## config.mk

```make
export PLATFORM = sky130hd
export DESIGN_NAME = brf_ctrl
export DESIGN_NICKNAME = d
export VERILOG_FILES = /design/src/sv/brf_pkg.sv /design/src/sv/brf_ctrl.sv
export SDC_FILE = /design/constraint.sdc
export NUM_CORES = 1
export LEC_CHECK = 0
export BUFFER_PORTS_ARGS = -buffer_cell sky130_fd_sc_hd__buf_4
export CORE_MARGIN = 10
export CORE_UTILIZATION = 25
export DETAILED_ROUTE_END_ITERATION = 16
export PLACE_DENSITY_LB_ADDON = 0.05
export SYNTH_ARGS = -nofsm -noshare
export SYNTH_HDL_FRONTEND = slang
export SYNTH_SLANG_ARGS = --single-unit
export TNS_END_PERCENT = 100
```

## constraint.sdc

```tcl
create_clock -name clk_i -period 2.5 [get_ports clk_i]
set_clock_uncertainty 0.1 [all_clocks]
set_input_delay 0.25 -clock clk_i [delete_from_list [all_inputs] [get_ports clk_i]]
set_output_delay 0.25 -clock clk_i [all_outputs]
set_load 0.01 [all_outputs]
```

## src/sv/brf_pkg.sv

```systemverilog
// shared types and constants of the byte ring fifo
// beat layouts for the channels plus command/status between controller and datapath
// no dependencies
package brf_pkg;

  localparam int unsigned SIZE_W = 11;
  localparam int unsigned DONE_W = 7;

  typedef enum logic [2:0] {
    OP_PUT   = 3'd0,
    OP_GET   = 3'd1,
    OP_PEEK  = 3'd2,
    OP_SKIP  = 3'd3,
    OP_CLEAR = 3'd4
  } opcode_e;

  typedef struct packed {
    logic [2:0]        opcode;
    logic [7:0]        data_in;
    logic              block_start;
    logic [SIZE_W-1:0] length;
  } in_beat_t;

  typedef struct packed {
    logic [7:0]        data_out;
    logic              data_valid;
    logic              last;
    logic              status;
    logic [DONE_W-1:0] bytes_done;
    logic [SIZE_W-1:0] used_space;
    logic [SIZE_W-1:0] free_space;
  } out_beat_t;

  // controller to datapath
  typedef struct packed {
    logic              accept;
    logic              byte_emit;
    logic              byte_last;
    logic [DONE_W-1:0] byte_cnt;
    logic              burst_get;
  } cmd_t;

  // datapath to controller
  typedef struct packed {
    logic [DONE_W-1:0] burst_n;
    logic              burst_get;
  } sts_t;

endpackage

```

## src/sv/brf_ctrl.sv

```systemverilog
// controller of the byte ring fifo: input handshake, burst sequencing, output valid
// depends on brf_pkg
module brf_ctrl (
  input  logic          clk_i,
  input  logic          rst_ni,
  input  logic          in_valid_i,
  output logic          in_ready_o,
  output logic          out_valid_o,
  input  logic          out_ready_i,
  input  brf_pkg::sts_t sts_i,
  output brf_pkg::cmd_t cmd_o
);
  import brf_pkg::*;

  typedef enum logic {
    ST_IDLE,
    ST_BURST
  } state_e;

  state_e            state_q;
  logic              out_valid_q;
  logic [DONE_W-1:0] n_q;
  logic [DONE_W-1:0] idx_q;
  logic              get_q;

  logic              slot_free;
  logic              accept;
  logic              emit;
  logic [DONE_W-1:0] cnt_nx;
  logic              burst_start;

  // output register is free when empty or its beat is taken now
  assign slot_free   = !out_valid_q || out_ready_i;
  assign in_ready_o  = (state_q == ST_IDLE) && slot_free;
  assign accept      = in_valid_i && in_ready_o;
  assign emit        = (state_q == ST_BURST) && slot_free;
  assign cnt_nx      = idx_q + DONE_W'(1);
  assign burst_start = accept && (sts_i.burst_n != '0);
  assign out_valid_o = out_valid_q;

  always_comb begin
    cmd_o.accept    = accept;
    cmd_o.byte_emit = emit;
    cmd_o.byte_last = (cnt_nx == n_q);
    cmd_o.byte_cnt  = cnt_nx;
    cmd_o.burst_get = get_q;
  end

  always_ff @(posedge clk_i or negedge rst_ni) begin
    if (!rst_ni) begin
      state_q     <= ST_IDLE;
      out_valid_q <= 1'b0;
      n_q         <= '0;
      idx_q       <= '0;
      get_q       <= 1'b0;
    end else begin
      if ((accept && !burst_start) || emit) begin
        out_valid_q <= 1'b1;
      end else if (out_ready_i) begin
        out_valid_q <= 1'b0;
      end
      case (state_q)
        ST_IDLE: begin
          if (burst_start) begin
            state_q <= ST_BURST;
            n_q     <= sts_i.burst_n;
            idx_q   <= '0;
            get_q   <= sts_i.burst_get;
          end
        end
        ST_BURST: begin
          if (emit) begin
            idx_q <= cnt_nx;
            if (cnt_nx == n_q) begin
              state_q <= ST_IDLE;
            end
          end
        end
        default: begin
          state_q <= ST_IDLE;
        end
      endcase
    end
  end

endmodule

```

==> results of run 1 <==
layout make-up:
class / instances / share of cell area [%]
tap: 48 / 4.98
sequential: 17 / 35.3
clock buffer: 4 / 3.73
multi-input combinational: 63 / 39.3
inverter: 3 / 0.934
timing repair buffer: 25 / 15.8
per-stage QoR:
step                util, %  cells  cell area (um2)
finish                 32.9    160             1210
global placement       31.4    155             1150
detailed placement     31.4    155             1150
CTS                    32.9    160             1210
global route           32.9    160             1210
floorplan                 -     88              948
critical path, delay by kind of cell, from the launching register on:
kind,cells,cell delay (ps)
adder cells (fa/ha/maj),1,320
flip-flops,1,450
AND/OR/NAND/NOR,2,530
XOR/XNOR,2,330
buffers and inverters,1,120
path summary, 6_finish.rpt:
kind | to | slack, ps
max | cmd_o[8] | 150
max in group asynchronous | idx_q[5]$_DFFE_PN0P_ | 1800
min | get_q$_DFFE_PN0P_ | 110
max reg2reg | state_q$_DFF_PN0_ | 580
min reg2reg | get_q$_DFFE_PN0P_ | 390
min in group asynchronous | idx_q[3]$_DFFE_PN0P_ | 300
flip-flops by register name, summed over array words and instances, names as in the netlist:
signal,cells
state_q,1
n_q,7
idx_q,7
out_valid_o,1
get_q,1
metal layers:
metal  GRT usage (%)  vias to the layer above  share of wire (%)  wire (um)
li1                -                      342                  -          -
met1            8.48                      334                 45       1060
met2            12.2                       16                 47       1090
met3            3.71                        2                7.3        170
met4            2.55                        0               0.90         21
met5               0                        -                  0          0
cells by family after synthesis:
group | synth area share, %
mux | 10.6
simple gates | 20.1
fa+ha+maj | 1.32
buf+inv | 5.14
compound gates | 3.43
xor+xnor | 14.6
flops | 44.9
power by group through the flow:
stage	registers, mW	logic, mW	clock network (mW)
2_1_floorplan	0.456	0.386	0
3_3_place_gp	0.483	0.551	0
3_5_place_dp	0.487	0.551	0
4_1_cts	0.480	0.555	0.221
5_1_grt	0.492	0.600	0.241
6_report	0.478	0.540	0.210
layout by cell type (no fill, tap or decap):
cell type      Yosys  layout
clkbuf_1           1       1
o21ai_0            2       2
nor4_1             1       1
mux2i_1            1       1
inv_1              3       3
mux2_1             2       2
and2b_2            1       1
a21oi_1            2       2
ha_1               1       1
buf_4              3      24
clkbuf_8           0       3
nand2_1           12      12
nand3_1           10      10
and3_4             1       1
nor2_1             1       1
nand2b_1           1       1
xor2_1             7       7
xnor2_1            7       7
dfrtp_1           17      17
nor3_1             1       1
xor2_2             1       1
nand3_4            1       1
nor4_2             1       1
and2_1             1       1
and3_1             1       1
and4_4             1       1
a31oi_2            1       1
dlygate4sd3_1      0       1
mux2_2             6       6
what timing repair did:
item	in CTS	in global routing
resized for setup	0	0
hold buffers	1	0
endpoints found under the hold margin	17	0
buffers inserted	0	0
==> results.md, run 1 <==
- DRC errors left: 0
- Total Neg Setup Slack: 0 ps
- DIE AREA: 0.00666 mm2
- Sw Pwr: 0.453 mW
- Antenna diode count: 0
- Storage element area: 425 um2
- Hold Crit Depth: 2
- Top cell type's share of synthesized area: 44.9%
- Max_slew headroom: ~76%
- Max stage delay on crit path: 450 ps
- VDD IR max: between 0.3 and 0.4 mV
- Final min period: 2350 ps
- Yosys reg bits: 17
- Share of flip-flops with an asynchronous set or reset: 100%
- Outcome: completed
- Ys Warns: 0
- Synth unique cells: 28
- CP Class: reg2out
- Fillers: 400
- Main synth FF type: dfrtp_1
- Min-delay src: sts_i[0]
- HP Class: in2reg
- Part of the power in registers: 38.9%
- Reg2reg start: idx_q[0]$_DFFE_PN0P_
- Cell taking the most area after synthesis: dfrtp_1
- Max frequency: 426 MHz
- Crit path arrival time: 2000 ps
- Initial core utilization: 25.9%
- Worst setup margin: 151 ps
- First-pass GRT wire length: 3800 um
- DR iter-0 viols: 22
- TritonCTS Buffers: 3
- Area growth from synthesis to layout: 27.2%
- RSZ-0062 raised after global routing: no
- Sw Ratio: approximately 37%
- Mapped Avg Cell Area: 10.8 um2
- Post-synth EDFFs: 0
- Max_cap viols: 0
- Clock power frac: 17.1%
- Port buffer count: 24
- Cell row count: 22
- Comb pwr share: 44.0%
- Root Buffer: clkbuf_8
- Leak: 0.567 nW
- Clk_lat worst skew: 250 ps
- Synthesized area: ~950 um2
- Worst Path Max Fanout: 7
- Least-Margin Pin Slew: approximately 370 ps
- Vias in the first global route: 764
- Grt total ovfl: 0
- CP endpoint kind: output port
- Final period util: 93.9%
- Largest net degree at the start of global routing: 18
- Element type at the critical path start: flip-flop
- Top-Level Pins: 25
- CP max stage cell: dfrtp_1
- Final WL: 2340 um
- Synth Instances: 88
- FF-to-FF path depth: 6
- Pre-CTS setup slack: 405 ps
- Endpoints failing setup: 0
- Drt via density: between 4 and 5
- Most common cell in the netlist: dfrtp_1
- Core Area: 0.00366 mm2
- Area of the multi-input gates: 474 um2
- H-tree levels: 1
- CTS Buffer Depth: 2
- Internal power: slightly below 0.8 mW
- Die X: 81.6 um
- GRT Util Overall: under 10%
- Routed via count: 694
- Commonest cells in the netlist: 17 x dfrtp_1, 12 x nand2_1, 10 x nand3_1
- Slew Viols, Final: 0
- Power Density: between 1000 and 1500 mW/mm2
- CP Launch Point: idx_q[0]$_DFFE_PN0P_
- Drt wl/cell: 14.6 um
- Req. time, crit path: 2150 ps
- Clock transition at the registers of the reported paths: 70 ps
- Post-DRT Antenna Nets: 0
- Share of cells above drive strength 1: 35.7%
- Largest cells by area after synthesis: dfrtp_1 45%, mux2_2 7.1%, xnor2_1 6.5%, xor2_1 6.5%, nand3_1 5.3%
- Routability congestion estimate: approximately 0.77
- Critical path cell sequence: ha_1 > xor2_2 > xor2_1 > nor4_1 > and4_4 > buf_4
- Hold slack: 115 ps
- CTS Sinks: 17
- HPWL after detailed placement: around 1800 um
- Drt pass-1 iters: 3
- Seq/Total Area, Yosys: 44.9%
- Syn nets: 101
- Die height: just over 80 um
- Design Power: 1.23 mW
- Post-layout net count: 126
- CTS tree: done
- Initial antenna violation count: 0
- Hold Vio Cnt, Final: 0
Note: power is estimated with default switching activity, not from simulation.
==> run 2: changes to the inputs <==
--- a/config.mk
+++ b/config.mk
@@ -6,7 +6,8 @@
 export NUM_CORES = 1
 export LEC_CHECK = 0
 export BUFFER_PORTS_ARGS = -buffer_cell sky130_fd_sc_hd__buf_4
-export CORE_MARGIN = 10
+export CELL_PAD_IN_SITES_DETAIL_PLACEMENT = 2
+export CELL_PAD_IN_SITES_GLOBAL_PLACEMENT = 2
 export CORE_UTILIZATION = 25
 export DETAILED_ROUTE_END_ITERATION = 16
 export PLACE_DENSITY_LB_ADDON = 0.05
==> results.md, run 2 (synthesis results as in run 1) <==
- Least-Margin Pin Slew: 329 ps (-36.9 ps)
- Routed via count: 716 (+3.2%)
- DR iter-0 viols: 20 (-9.1%)
- Final min period: 2270 ps (-80.9 ps)
- Largest net degree at the start of global routing: 18 (unchanged)
- Worst setup margin: 232 ps (+80.9 ps)
- Postcts setup bufs: 0 (unchanged)
- Die height: 63.6 um (-22%)
- Initial antenna violation count: 0 (unchanged)
- CP Class: reg2out
- CTS tree: done
- Root Buffer: clkbuf_8
- Port buffer count: 24 (unchanged)
- Grt total ovfl: 0 (unchanged)
- TritonCTS Buffers: 3 (unchanged)
- Biggest regs: idx_q (7), n_q (7)
- Die X: 63.6 um (-22%)
- Element type at the critical path start: flip-flop
- Antenna diode count: 0 (unchanged)
- Leak: 0.570 nW (+0.50%)
- Max frequency: 441 MHz (+3.6%)
- Most common cell after layout, fill and taps aside: buf_4
- Core Area: 0.00366 mm2 (unchanged)
- Req. time, crit path: 2150 ps (about the same)
- RSZ-0062 raised after global routing: no
- DIE AREA: 0.00404 mm2 (-39%)
- Clock transition at the registers of the reported paths: 70 ps (about the same)
- DRC errors left: 0 (unchanged)
- Crit path arrival time: 1920 ps (-80 ps)
- Routability congestion estimate: 0.724 (-5.8%)
- Area growth from synthesis to layout: 28.2%
- Drt via density: 4.45 (+2.5%)
- Vias in the first global route: 744 (-2.6%)
- Share of cells above drive strength 1: 37.2% (+1.5 points)
- Max stage delay on crit path: 470 ps (+20 ps)
- Slew Viols, Final: 0 (unchanged)
- Most frequent cells in the layout: 25 x buf_4, 17 x dfrtp_1, 12 x nand2_1
- Critical path cell sequence: ha_2 > xor2_2 > xor2_1 > nor4_1 > and4_4 > buf_4
- Drt pass-1 iters: 2 (-1)
- Initial core utilization: 25.9% (unchanged)
- Power Density: 1020 mW/mm2 (+0.21%)
- Pre-CTS setup slack: 421 ps (+15.7 ps)
- CTS Buffer Depth: 2 (unchanged)
- GRT Util Overall: 12.9% (+5.4 points)
- Final period util: 90.7% (-3.2 points)
- Fillers: 413 (+3.3%)
- HP Class: in2reg
- Max_cap viols: 0 (unchanged)
- Total Neg Setup Slack: 0 ps (unchanged)
- CP max stage cell: dfrtp_1
- Hold Vio Cnt, Final: 0 (unchanged)
- Outcome: completed
- Worst Path Max Fanout: 7 (unchanged)
- VDD IR max: 0.253 mV (-25%)
- Top-Level Pins: 25 (unchanged)
- HPWL after detailed placement: 1740 um (-4.4%)
- Max_slew headroom: 77.9% (+2.4 points)
- Drt wl/cell: 14.3 um (-2.4%)
- Clk_lat worst skew: 250 ps (about the same)
- Post-DRT Antenna Nets: 0 (unchanged)
- Endpoints failing setup: 0 (unchanged)
- Final WL: 2300 um (-1.8%)
- CTS Sinks: 17 (unchanged)
- Cell row count: 22 (unchanged)
- Post-layout net count: 127 (+0.79%)
- First-pass GRT wire length: 3860 um (+1.5%)
- H-tree levels: 1 (unchanged)
- CP endpoint kind: output port
run 2: worst paths after layout:
check | startpoint | cells past startpoint | slack [ps] | end
setup reg to reg | idx_q[0]$_DFFE_PN0P_ | 6 | 660 | state_q$_DFF_PN0_
hold reg to reg | get_q$_DFFE_PN0P_ | 1 | 400 | get_q$_DFFE_PN0P_
max in group asynchronous | rst_ni | 2 | 1790 | n_q[3]$_DFFE_PN0P_
min in group asynchronous | rst_ni | 2 | 310 | idx_q[3]$_DFFE_PN0P_
hold / removal | sts_i[0] | 2 | 120 | get_q$_DFFE_PN0P_
setup / recovery | idx_q[0]$_DFFE_PN0P_ | 6 | 230 | cmd_o[8]
run 2: per-layer routing:
metal	track usage, %	up-vias	routed length, um
met5	0	-	0
met4	4.26	0	23
met3	4.17	2	119
met2	20.3	16	1080
met1	16.5	357	1070
li1	-	341	-
run 2: power breakdown:
part	total [mW]	leakage, nW	internal, mW	switching, mW
registers	0.475	0.208	0.380	0.0950
logic	0.559	0.340	0.293	0.266
clock network	0.206	0.0228	0.113	0.0927
total	1.24	0.570	0.786	0.454
run 2: metrics by stage:
step / hold WS (ps) / instances / util [%] / instance area [um2] / total power, mW
after floorplan: -146 / 88 / - / 948 / 0.843
after global placement: 36.5 / 156 / 31.6 / 1160 / 1.04
after detailed placement: 38.6 / 156 / 31.6 / 1160 / 1.05
after CTS: 111 / 161 / 33.2 / 1210 / 1.27
after global routing: 120 / 161 / 33.2 / 1220 / 1.35
final: 115 / 161 / 33.2 / 1220 / 1.24
run 2: timing repair:
action,in CTS,in global routing
hold buffers,1,0
resized for setup,0,1
endpoints found under the hold margin,17,0
endpoints found under the setup margin,0,1
run 2: worst max-delay path: cells and delay by family (launching register included):
| family | cells | cell delay [ps] |
|---|---|---|
| and+or+nand+nor | 2 | 500 |
| DFF | 1 | 470 |
| xor gates and xnor gates | 2 | 280 |
| adders and majority gates | 1 | 300 |
| buffers and inverters | 1 | 120 |
run 2: layout make-up:
class / count / area (um2) / share of cell area, %
Clock buffer: 4 / 45.0 / 3.70
Sequential cell: 17 / 425 / 35.0
Inverter: 3 / 11.3 / 0.926
Multi-Input combinational cell: 63 / 477 / 39.2
Tap cell: 48 / 60.1 / 4.94
Timing Repair Buffer: 26 / 198 / 16.3
